**src/hdl/egbw_pkg.sv**
```systemverilog
// ----------------------------------------------------------------------------
// egbw_pkg: shared types and constants of the Exp-Golomb bit writer
// Request and result payloads, command codes, the queue entry handed from the
// front end to the back end, and the leading-one search used for ue/se codes.
// ----------------------------------------------------------------------------
package egbw_pkg;

  // Command codes carried in a request.
  localparam logic [2:0] CMD_START = 3'd0;
  localparam logic [2:0] CMD_RAW   = 3'd1;
  localparam logic [2:0] CMD_UE    = 3'd2;
  localparam logic [2:0] CMD_SE    = 3'd3;
  localparam logic [2:0] CMD_TRAIL = 3'd4;

  // Value codes that have no valid Exp-Golomb code.
  localparam logic [31:0] UE_BAD = 32'hFFFF_FFFF;
  localparam logic [31:0] SE_BAD = 32'h8000_0000;

  // Largest legal raw bit count.
  localparam logic [5:0] RAW_MAX = 6'd32;

  // Configuration register map (word index) and reset values.
  localparam int         ADDR_W        = 3;
  localparam logic       REG_CAP_BYTES = 1'b0;
  localparam logic [15:0] CAP_RESET    = 16'hFFFF;

  // Default width of the byte counter.
  localparam int COUNT_BITS_DEF = 16;

  // Depth of the queue between front and back end.
  localparam int FIFO_DEPTH = 4;

  // Operation of one queued request, as classified by the front end.
  typedef enum logic [2:0] {
    OP_START,
    OP_WRITE,
    OP_TRAIL,
    OP_FLAG,
    OP_NOP
  } op_t;

  // Queued request: a bit string of n bits, right-aligned in val, with
  // any bits above bit 31 being zero.
  typedef struct packed {
    op_t         op;
    logic [31:0] val;
    logic [5:0]  n;
  } egbw_ent_t;

  typedef struct packed {
    logic [2:0]  cmd;
    logic [31:0] value;
    logic [5:0]  bit_count;
  } egbw_in_t;

  typedef struct packed {
    logic [7:0]  out_byte;
    logic        byte_valid;
    logic [15:0] bytes_written;
    logic        overflow;
    logic        last;
  } egbw_out_t;

  // Position of the leading one of a non-zero word, found by halving.
  function automatic logic [4:0] msb_index(input logic [31:0] v);
    logic [4:0]  p;
    logic [15:0] x16;
    logic [7:0]  x8;
    logic [3:0]  x4;
    logic [1:0]  x2;
    p[4] = |v[31:16];
    x16  = p[4] ? v[31:16] : v[15:0];
    p[3] = |x16[15:8];
    x8   = p[3] ? x16[15:8] : x16[7:0];
    p[2] = |x8[7:4];
    x4   = p[2] ? x8[7:4] : x8[3:0];
    p[1] = |x4[3:2];
    x2   = p[1] ? x4[3:2] : x4[1:0];
    p[0] = x2[1];
    return p;
  endfunction

endpackage

```
**src/hdl/egbw_front.sv**
```systemverilog
// ----------------------------------------------------------------------------
// egbw_front: request intake and classification
// Accepts requests, checks them for bad codes, maps ue/se values to their
// code word plus one, sizes the bit string and pushes it into the queue.
// ----------------------------------------------------------------------------
module egbw_front (
  input  logic                 clk,
  input  logic                 rst_n,
  input  logic                 in_valid,
  output logic                 in_stall,
  input  egbw_pkg::egbw_in_t   in_data,
  output logic                 push,
  output egbw_pkg::egbw_ent_t  push_data,
  input  logic                 full
);

  logic                a_valid_r, a_valid_nxt;
  egbw_pkg::op_t       a_op_r, a_op_nxt;
  logic [31:0]         a_val_r, a_val_nxt;
  logic [5:0]          a_n_r, a_n_nxt;
  logic                a_len_r, a_len_nxt;
  logic                accept;

  // Handshake: the stage holds while the queue is full.
  assign in_stall = a_valid_r && full;
  assign accept   = in_valid && !in_stall;
  assign push     = a_valid_r && !full;

  // Classify the request and form the value whose bit length sets the code.
  always_comb begin
    a_op_nxt  = egbw_pkg::OP_NOP;
    a_val_nxt = in_data.value;
    a_n_nxt   = in_data.bit_count;
    a_len_nxt = 1'b0;
    unique case (in_data.cmd)
      egbw_pkg::CMD_START: begin
        a_op_nxt = egbw_pkg::OP_START;
      end
      egbw_pkg::CMD_RAW: begin
        if (in_data.bit_count == 6'd0 || in_data.bit_count > egbw_pkg::RAW_MAX) begin
          a_op_nxt = egbw_pkg::OP_FLAG;
        end else begin
          a_op_nxt = egbw_pkg::OP_WRITE;
        end
      end
      egbw_pkg::CMD_UE: begin
        if (in_data.value == egbw_pkg::UE_BAD) begin
          a_op_nxt = egbw_pkg::OP_FLAG;
        end else begin
          a_op_nxt  = egbw_pkg::OP_WRITE;
          a_val_nxt = in_data.value + 32'd1;
          a_len_nxt = 1'b1;
        end
      end
      egbw_pkg::CMD_SE: begin
        if (in_data.value == egbw_pkg::SE_BAD) begin
          a_op_nxt = egbw_pkg::OP_FLAG;
        end else begin
          a_op_nxt  = egbw_pkg::OP_WRITE;
          a_len_nxt = 1'b1;
          // Zero or negative maps to code -2v, so code plus one is -2v+1.
          if (in_data.value == 32'd0 || in_data.value[31]) begin
            a_val_nxt = ((32'd0 - in_data.value) << 1) | 32'd1;
          end else begin
            a_val_nxt = in_data.value << 1;
          end
        end
      end
      egbw_pkg::CMD_TRAIL: begin
        a_op_nxt = egbw_pkg::OP_TRAIL;
      end
      default: begin
        a_op_nxt = egbw_pkg::OP_NOP;
      end
    endcase
  end

  // Intake stage register.
  always_ff @(posedge clk) begin
    if (!rst_n) begin
      a_valid_r <= 1'b0;
    end else if (accept) begin
      a_valid_r <= 1'b1;
    end else if (push) begin
      a_valid_r <= 1'b0;
    end
  end

  always_ff @(posedge clk) begin
    if (accept) begin
      a_op_r  <= a_op_nxt;
      a_val_r <= a_val_nxt;
      a_n_r   <= a_n_nxt;
      a_len_r <= a_len_nxt;
    end
  end

  // An Exp-Golomb string of a value with leading one at p is 2p+1 bits long.
  always_comb begin
    push_data.op  = a_op_r;
    push_data.val = a_val_r;
    push_data.n   = a_len_r ? {egbw_pkg::msb_index(a_val_r), 1'b1} : a_n_r;
  end

endmodule

```
**src/hdl/egbw_fifo.sv**
```systemverilog
// ----------------------------------------------------------------------------
// egbw_fifo: request queue between front and back end
// A short first-in first-out queue of classified requests so that intake and
// bit packing can stall independently.
// ----------------------------------------------------------------------------
module egbw_fifo (
  input  logic                 clk,
  input  logic                 rst_n,
  input  logic                 push,
  input  egbw_pkg::egbw_ent_t  push_data,
  output logic                 full,
  input  logic                 pop,
  output logic                 head_valid,
  output egbw_pkg::egbw_ent_t  head
);

  localparam int DEPTH = egbw_pkg::FIFO_DEPTH;
  localparam int PTR_W = $clog2(DEPTH);
  localparam int CNT_W = $clog2(DEPTH + 1);

  egbw_pkg::egbw_ent_t ent_r [DEPTH];
  logic [PTR_W-1:0]    wr_ptr_r, wr_ptr_nxt;
  logic [PTR_W-1:0]    rd_ptr_r, rd_ptr_nxt;
  logic [CNT_W-1:0]    cnt_r, cnt_nxt;

  assign full       = (cnt_r == CNT_W'(DEPTH));
  assign head_valid = (cnt_r != '0);
  assign head       = ent_r[rd_ptr_r];

  // Pointer and fill level update.
  always_comb begin
    wr_ptr_nxt = wr_ptr_r;
    rd_ptr_nxt = rd_ptr_r;
    cnt_nxt    = cnt_r;
    if (push) begin
      wr_ptr_nxt = (wr_ptr_r == PTR_W'(DEPTH - 1)) ? '0 : wr_ptr_r + 1'b1;
    end
    if (pop) begin
      rd_ptr_nxt = (rd_ptr_r == PTR_W'(DEPTH - 1)) ? '0 : rd_ptr_r + 1'b1;
    end
    if (push && !pop) begin
      cnt_nxt = cnt_r + 1'b1;
    end else if (pop && !push) begin
      cnt_nxt = cnt_r - 1'b1;
    end
  end

  always_ff @(posedge clk) begin
    if (!rst_n) begin
      wr_ptr_r <= '0;
      rd_ptr_r <= '0;
      cnt_r    <= '0;
    end else begin
      wr_ptr_r <= wr_ptr_nxt;
      rd_ptr_r <= rd_ptr_nxt;
      cnt_r    <= cnt_nxt;
    end
  end

  // Entry storage.
  always_ff @(posedge clk) begin
    if (push) begin
      ent_r[wr_ptr_r] <= push_data;
    end
  end

  // The front end never pushes into a full queue.
  a_no_overrun: assert property (@(posedge clk) disable iff (!rst_n)
    push |-> !full)
    else $error("request queue overrun");

endmodule

```
**src/hdl/egbw_back.sv**
```systemverilog
// ----------------------------------------------------------------------------
// egbw_back: bit packer
// Works through the queued requests, packing up to one byte's worth of bits
// per cycle MSB first unless stalled, enforcing the byte capacity and issuing results.
// ----------------------------------------------------------------------------
module egbw_back #(
  parameter int COUNT_BITS = egbw_pkg::COUNT_BITS_DEF
) (
  input  logic                 clk,
  input  logic                 rst_n,
  input  logic [15:0]          cap_bytes,
  input  logic                 head_valid,
  input  egbw_pkg::egbw_ent_t  head,
  output logic                 pop,
  output logic                 out_valid,
  input  logic                 out_stall,
  output egbw_pkg::egbw_out_t  out_data
);

  // The counter stops at the capacity, which never exceeds 16 bits.
  localparam int          CNT_W   = (COUNT_BITS < 16) ? COUNT_BITS : 16;
  localparam logic [15:0] CNT_MAX = 16'((17'd1 << CNT_W) - 17'd1);

  logic [7:0]        partial_r, partial_nxt;
  logic [2:0]        bp_r, bp_nxt;
  logic [CNT_W-1:0]  cnt_r, cnt_nxt;
  logic              ovf_r, ovf_nxt;
  logic              busy_r, busy_nxt;
  logic [5:0]        rem_r, rem_nxt;
  logic              emitted_r, emitted_nxt;
  logic              out_valid_r, out_valid_nxt;
  egbw_pkg::egbw_out_t out_data_r;

  logic [15:0]       limit;
  logic [15:0]       cnt16;
  logic [15:0]       cnt_inc16;
  logic              at_cap;
  logic              step;
  logic [3:0]        room;
  logic [5:0]        rem;
  logic [31:0]       val;
  logic [3:0]        k;
  logic [5:0]        left;
  logic [63:0]       win;
  logic [7:0]        chunk;
  logic [7:0]        placed;
  logic [7:0]        newp;
  logic [3:0]        pos;
  logic              res_v;
  egbw_pkg::egbw_out_t res;

  assign out_valid = out_valid_r;
  assign out_data  = out_data_r;

  // Capacity: the lower of the register and the counter's all-ones value.
  assign limit     = (cap_bytes < CNT_MAX) ? cap_bytes : CNT_MAX;
  assign cnt16     = 16'(cnt_r);
  assign cnt_inc16 = cnt16 + 16'd1;
  assign at_cap    = (cnt16 >= limit);
  assign step      = head_valid && (!out_valid_r || !out_stall);

  // Bits taken this cycle: the rest of the string or the rest of the byte.
  always_comb begin
    room = 4'd8 - {1'b0, bp_r};
    if (head.op == egbw_pkg::OP_TRAIL) begin
      rem = 6'(room);
      val = {24'd0, 8'h80 >> bp_r};
    end else begin
      rem = busy_r ? rem_r : head.n;
      val = head.val;
    end
    k      = (6'(room) < rem) ? room : rem[3:0];
    left   = rem - 6'(k);
    win    = {32'd0, val} >> left;
    chunk  = win[7:0] & 8'((9'd1 << k) - 9'd1);
    placed = chunk << (room - k);
    newp   = partial_r | placed;
    pos    = {1'b0, bp_r} + k;
  end

  // Per-request step and the result it issues.
  always_comb begin
    partial_nxt       = partial_r;
    bp_nxt            = bp_r;
    cnt_nxt           = cnt_r;
    ovf_nxt           = ovf_r;
    busy_nxt          = busy_r;
    rem_nxt           = rem_r;
    emitted_nxt       = emitted_r;
    pop               = 1'b0;
    res_v             = 1'b0;
    res.out_byte      = 8'd0;
    res.byte_valid    = 1'b0;
    res.bytes_written = cnt16;
    res.overflow      = ovf_r;
    res.last          = 1'b1;
    if (step) begin
      unique case (head.op) inside
        egbw_pkg::OP_START: begin
          partial_nxt       = 8'd0;
          bp_nxt            = 3'd0;
          cnt_nxt           = '0;
          ovf_nxt           = 1'b0;
          pop               = 1'b1;
          res_v             = 1'b1;
          res.bytes_written = 16'd0;
          res.overflow      = 1'b0;
        end
        egbw_pkg::OP_FLAG: begin
          ovf_nxt      = 1'b1;
          pop          = 1'b1;
          res_v        = 1'b1;
          res.overflow = 1'b1;
        end
        egbw_pkg::OP_NOP: begin
          pop   = 1'b1;
          res_v = 1'b1;
        end
        egbw_pkg::OP_WRITE, egbw_pkg::OP_TRAIL: begin
          if (at_cap) begin
            // Refused bit: the request ends here with the flag set.
            ovf_nxt     = 1'b1;
            pop         = 1'b1;
            busy_nxt    = 1'b0;
            emitted_nxt = 1'b0;
            if (!emitted_r) begin
              res_v        = 1'b1;
              res.overflow = 1'b1;
            end
          end else begin
            if (pos[3]) begin
              partial_nxt       = 8'd0;
              bp_nxt            = 3'd0;
              cnt_nxt           = cnt_r + {{(CNT_W-1){1'b0}}, 1'b1};
              res_v             = 1'b1;
              res.out_byte      = newp;
              res.byte_valid    = 1'b1;
              res.bytes_written = cnt_inc16;
              // No further byte follows if under eight bits remain or the
              // capacity is now reached.
              res.last          = (left < 6'd8) || (cnt_inc16 >= limit);
            end else begin
              partial_nxt = newp;
              bp_nxt      = pos[2:0];
            end
            if (left == 6'd0) begin
              pop         = 1'b1;
              busy_nxt    = 1'b0;
              emitted_nxt = 1'b0;
              if (!pos[3] && !emitted_r) begin
                res_v = 1'b1;
              end
            end else begin
              busy_nxt    = 1'b1;
              rem_nxt     = left;
              emitted_nxt = emitted_r | pos[3];
            end
          end
        end
        default: begin
          pop   = 1'b1;
          res_v = 1'b1;
        end
      endcase
    end
  end

  // Output register: loads a new result or drains when taken.
  always_comb begin
    if (step && res_v) begin
      out_valid_nxt = 1'b1;
    end else if (out_stall) begin
      out_valid_nxt = out_valid_r;
    end else begin
      out_valid_nxt = 1'b0;
    end
  end

  always_ff @(posedge clk) begin
    if (!rst_n) begin
      partial_r   <= 8'd0;
      bp_r        <= 3'd0;
      cnt_r       <= '0;
      ovf_r       <= 1'b0;
      busy_r      <= 1'b0;
      rem_r       <= 6'd0;
      emitted_r   <= 1'b0;
      out_valid_r <= 1'b0;
    end else begin
      partial_r   <= partial_nxt;
      bp_r        <= bp_nxt;
      cnt_r       <= cnt_nxt;
      ovf_r       <= ovf_nxt;
      busy_r      <= busy_nxt;
      rem_r       <= rem_nxt;
      emitted_r   <= emitted_nxt;
      out_valid_r <= out_valid_nxt;
    end
  end

  always_ff @(posedge clk) begin
    if (step && res_v) begin
      out_data_r <= res;
    end
  end

  // Each completed byte advances the count by exactly one.
  a_cnt_step: assert property (@(posedge clk) disable iff (!rst_n)
    (step && res_v && res.byte_valid) |=> (16'(cnt_r) == $past(cnt_inc16)))
    else $error("byte count did not advance with a completed byte");

  // A request part-way through packing stays at the queue head.
  a_busy_head: assert property (@(posedge clk) disable iff (!rst_n)
    busy_r |-> (head_valid && head.op == egbw_pkg::OP_WRITE))
    else $error("packing in progress without its request at the head");

  // A rejected request leaves the overflow flag set.
  a_flag_sets: assert property (@(posedge clk) disable iff (!rst_n)
    (step && head.op == egbw_pkg::OP_FLAG) |=> ovf_r)
    else $error("overflow flag not set by a rejected request");

  // A status-only result always closes its request.
  a_status_last: assert property (@(posedge clk) disable iff (!rst_n)
    (out_valid_r && !out_data_r.byte_valid) |-> out_data_r.last)
    else $error("status result without last");

endmodule

```
**src/hdl/exp_golomb_bit_writer_top.sv**
```systemverilog
// ----------------------------------------------------------------------------
// exp_golomb_bit_writer_top: Exp-Golomb bitstream writer
// A request passes the intake register, the request queue and the output register.
// Throughput: one result per cycle while the output is not stalled; the
// back-end packer, one byte a cycle while not stalled, sets this.
// Reset: synchronous; clears stream state and queue, capacity to 65535.
// ----------------------------------------------------------------------------
module exp_golomb_bit_writer_top #(
  parameter int COUNT_BITS = egbw_pkg::COUNT_BITS_DEF
) (
  input  logic                        clk,
  input  logic                        rst_n,
  input  logic                        in_valid,
  output logic                        in_stall,
  input  egbw_pkg::egbw_in_t          in_data,
  output logic                        out_valid,
  input  logic                        out_stall,
  output egbw_pkg::egbw_out_t         out_data,
  input  logic                        cfg_psel,
  input  logic                        cfg_penable,
  input  logic                        cfg_pwrite,
  input  logic [egbw_pkg::ADDR_W-1:0] cfg_paddr,
  input  logic [31:0]                 cfg_pwdata,
  output logic [31:0]                 cfg_prdata,
  output logic                        cfg_pready
);

  logic [15:0]          cap_r;
  logic                 cap_sel;
  logic                 cfg_wr;
  logic                 push;
  egbw_pkg::egbw_ent_t  push_data;
  logic                 full;
  logic                 pop;
  logic                 head_valid;
  egbw_pkg::egbw_ent_t  head;

  // Configuration port: single capacity register, no wait states.
  assign cfg_pready = 1'b1;
  assign cap_sel    = (cfg_paddr[egbw_pkg::ADDR_W-1:2] == egbw_pkg::REG_CAP_BYTES);
  assign cfg_wr     = cfg_psel && cfg_penable && cfg_pwrite && cfg_pready && cap_sel;
  assign cfg_prdata = cap_sel ? {16'd0, cap_r} : 32'd0;

  always_ff @(posedge clk) begin
    if (!rst_n) begin
      cap_r <= egbw_pkg::CAP_RESET;
    end else if (cfg_wr) begin
      cap_r <= cfg_pwdata[15:0];
    end
  end

  egbw_front u_front (
    .clk       (clk),
    .rst_n     (rst_n),
    .in_valid  (in_valid),
    .in_stall  (in_stall),
    .in_data   (in_data),
    .push      (push),
    .push_data (push_data),
    .full      (full)
  );

  egbw_fifo u_fifo (
    .clk        (clk),
    .rst_n      (rst_n),
    .push       (push),
    .push_data  (push_data),
    .full       (full),
    .pop        (pop),
    .head_valid (head_valid),
    .head       (head)
  );

  egbw_back #(
    .COUNT_BITS (COUNT_BITS)
  ) u_back (
    .clk        (clk),
    .rst_n      (rst_n),
    .cap_bytes  (cap_r),
    .head_valid (head_valid),
    .head       (head),
    .pop        (pop),
    .out_valid  (out_valid),
    .out_stall  (out_stall),
    .out_data   (out_data)
  );

endmodule
```
**config.mk**
```make
export PLATFORM = sky130hd
export DESIGN_NAME = exp_golomb_bit_writer_top
export DESIGN_NICKNAME = d
export VERILOG_FILES = /design/src/hdl/egbw_pkg.sv /design/src/hdl/egbw_front.sv /design/src/hdl/egbw_fifo.sv /design/src/hdl/egbw_back.sv /design/src/hdl/exp_golomb_bit_writer_top.sv
export SDC_FILE = /design/constraint.sdc
export NUM_CORES = 1
export LEC_CHECK = 0
export ABC_AREA = 1
export BUFFER_PORTS_ARGS = -buffer_cell sky130_fd_sc_hd__buf_2
export CAP_MARGIN = 40
export CORE_ASPECT_RATIO = 1.1
export CORE_MARGIN = 4
export CORE_UTILIZATION = 55
export CTS_CLUSTER_DIAMETER = 100
export DETAILED_ROUTE_END_ITERATION = 10
export PLACE_DENSITY = 0.87
export SLEW_MARGIN = 30
export SYNTH_ARGS = -nofsm -noshare
export SYNTH_HDL_FRONTEND = slang
export SYNTH_SLANG_ARGS = --single-unit
```
**constraint.sdc**
```tcl
create_clock -name clk -period 4.6 [get_ports clk]
set_clock_uncertainty 0.05 [all_clocks]
set_input_delay 0.46 -clock clk [delete_from_list [all_inputs] [get_ports clk]]
set_output_delay 0.46 -clock clk [all_outputs]
set_load 0.03 [all_outputs]
```
==> summary.md <==
| Metric | Value |
|---|---|
| Status | `finished clean` |
| Commonest cells after routing, fill and taps aside | `463 x nand2_1, 243 x inv_1, 233 x edfxtp_1` |
| Post-route insts no fill | `2682` |
| Post-synthesis cell area | `0.0176 sq mm` |
| CP Class | `reg2reg` |
| Area growth from synthesis to layout | `13.5%` |
| CTS tree | `done` |
| Final Cell Area | `0.0199 sq mm` |
| Largest cells by area after synthesis | `edfxtp_1 40%, nand2_1 10%, dfxtp_1 7.2%` |
| Post-synth cell types | `63` |
| Ys Warns | `0` |
| # hold bufs at CTS | `0` |
| Drt first pass iters | `7` |
| DR WL/cell | `17.3 um` |
| Post-Route Setup TNS | `0 ns` |
| Root buf cell | `clkbuf_16` |
| CP max-delay cell | `fa_2` |
| Setup ws final | `0.255 ns` |
| First-pass GRT wire length | `73700 um` |
| HPWL after DPL | `33100 um` |
| Post-synth EDFFs | `233` |
| Final Cycle Share | `94.5%` |
| Clock period minus worst slack | `4.35 ns` |
| CP peak stage delay | `0.44 ns` |
| Cell taking the most area after synthesis | `edfxtp_1` |
| Post-synth top area share | `39.8%` |
| Share of cells above drive strength 1 | `13.5%` |
| Row count | `68` |
| Initial antenna violation count | `0` |
| Final net count | `2384` |
| Port buffer count | `109` |
| Initial Util | `55.8%` |
| Clock-pin transition on the worst setup and hold timing paths | `0.06 ns` |
| WP data required | `5.02 ns` |
| Critical Path Source Type | `register` |
| Fraction of registers with async set/reset | `0%` |
| DR iter-0 viols | `1299` |
| Crit Path Max Fanout | `10` |
| Number of global-route vias before repair | `14915` |
| Avg Inst Size Synth | `8.24 sq um` |
| Remaining DRCs | `0` |
| Post-place setup slack | `-0.114 ns` |
| # diodes | `0` |
| Worst slew pin tran | `0.805 ns` |
| Routed Wire Length | `46500 um` |
| Synth Instances | `2131` |
| Setup-failing EPs final | `0` |
| Min-delay worst type | `in2reg` |
| Peak supply drop | `0.000577 V` |
| Die area | `0.0349 sq mm` |
| Pwr/cell area | `835 mW/mm^2` |
| Max_cap viols | `0` |
| Synth Register Bits | `296` |
| Die height | `195 um` |
| Sequential element share of the synthesized area | `47.0%` |
| Clk buf depth | `3` |
| H-tree Lvls | `1` |
| Rel. slew slack | `46.3%` |
| Design Power | `16.6 mW` |
| Width of the die | `178 um` |
| Clk Latency, worst-skew pair | `0.57 ns` |
| Ports | `145` |
| Area after DPL | `0.0187 sq mm` |
| Clk sinks | `296` |
| Top FF cell, synth | `edfxtp_1` |
| Critical Path AT | `4.76 ns` |
| Global Route Usage Sum | `25.6%` |
| Area of the core | `0.0315 sq mm` |
| Most common cell after layout, fill and taps aside | `nand2_1` |
| RD Place Congestion | `0.945` |
| Fmax | `0.230 GHz` |
| CP most frequent cell | `nand2_1` |
| Fin. max-slew vios | `0` |
| Total CTS buffers | `30` |
| Leak | `8.54 nW` |
| Final antenna-violating net count | `0` |
| Final hold vios | `0` |
| Grt ovf | `0` |
| Via-to-Cell Ratio | `5.80` |
| Vias | `15560` |
| Inst Count DP | `2619` |
| Crit end category | `register` |
| Largest net degree at the start of global routing | `65` |
-- logic make-up (layout without fill, tap and decap cells) --
kind of cell	after synthesis	count (layout)	synth area share, %
xor+xnor	41	41	2.04
mux	2	2	0.114
compound gates	387	387	12.9
other cells	2	17	0.0428
buf+inv	365	479	8.65
fa+ha+maj	62	62	4.59
simple gates	976	978	24.6
flops	296	296	47.0
-- where the power goes --
part           internal (mW)  total [mW]  leakage [nW]  switching (mW)
registers               3.31        3.48          2.69           0.169
logic                   3.42        10.6          5.34            7.19
clock network           1.53        2.55         0.515            1.01
-- final timing paths --
path                           startpoint                            to  slack, ns  cells after the start
max                              register  u_fifo.cnt_r[1]$_SDFFE_PN0P_       0.25                     29
min                            in_data[2]    u_front.a_n_r[2]$_DFFE_PP_       0.04                      1
max reg2reg                      register  u_fifo.cnt_r[1]$_SDFFE_PN0P_       0.25                     29
min reg2reg  u_back.rem_r[2]$_SDFFE_PN0P_  u_back.rem_r[2]$_SDFFE_PN0P_       0.41                      2
-- sequential cells by signal (all words and copies together) (netlist names), 2 cells and up, named ones only --
signal,count
u_fifo.rd_ptr_r,2
cap_r,16
u_fifo.ent_r,164
u_fifo.cnt_r,3
u_back.rem_r,6
u_back.out_data,27
u_front.a_val_r,32
u_back.cnt16,16
u_back.bp_r,3
u_fifo.wr_ptr_r,2
u_front.a_op_r,3
u_front.a_n_r,6
u_back.partial_r,8
-- routing by layer --
metal  share of wire [%]  wire length, um  GRT usage [%]
met1                  39            18300           32.5
met2                  52            24000           46.2
met3                 6.8             3190           2.65
met4                 2.3             1080           7.19
met5                   0                0              0
-- cell usage after synthesis (11+ instances only) --
cell type and number:
o22ai_1 28, a21oi_1 88, inv_2 11, o211ai_1 35
nand2_2 13, nand3_1 171, buf_4 23, nor4_1 16
ha_1 58, nor2_1 201, a22oi_1 12, o221ai_1 11
nand4_1 28, inv_1 245, dfxtp_1 63, nor3_1 39
clkbuf_1 55, xor2_1 37, nand2_1 466, buf_2 14
o21ai_0 161, edfxtp_1 233
-- stage by stage --
step,util (%),hold slack (ns)
CTS,62.8,0.0191
finish,63.3,0.0402
floorplan,-,0.390
global placement,58.9,0.402
global route,63.3,0.0227
detailed placement,59.3,0.405
-- cell type report --
class	instances	area, sq um
clock buffers	32	758
inverters	261	987
clock inverters	23	295
multi-input cells	1487	8020
flip-flops and latches	296	8260
repair buffers	163	1080
well taps	420	526
fillers	2474	11500
-- repair_timing --
item                       CTS  global route
buffers inserted             3             3
gates resized for setup      4            40
gates cloned                 1             1
pin swaps                    1             5
setup endpoints to repair    2            47
-- critical path: cells and delay by family (launching register included) --
family	cells	cell delay, ns
buffers and inverters	5	0.53
adders and majority gates	4	1.20
and+or+nand+nor	18	1.85
DFF	1	0.39
AOI/OAI and AO/OA	2	0.22
Power figures use the tool's default switching activity.
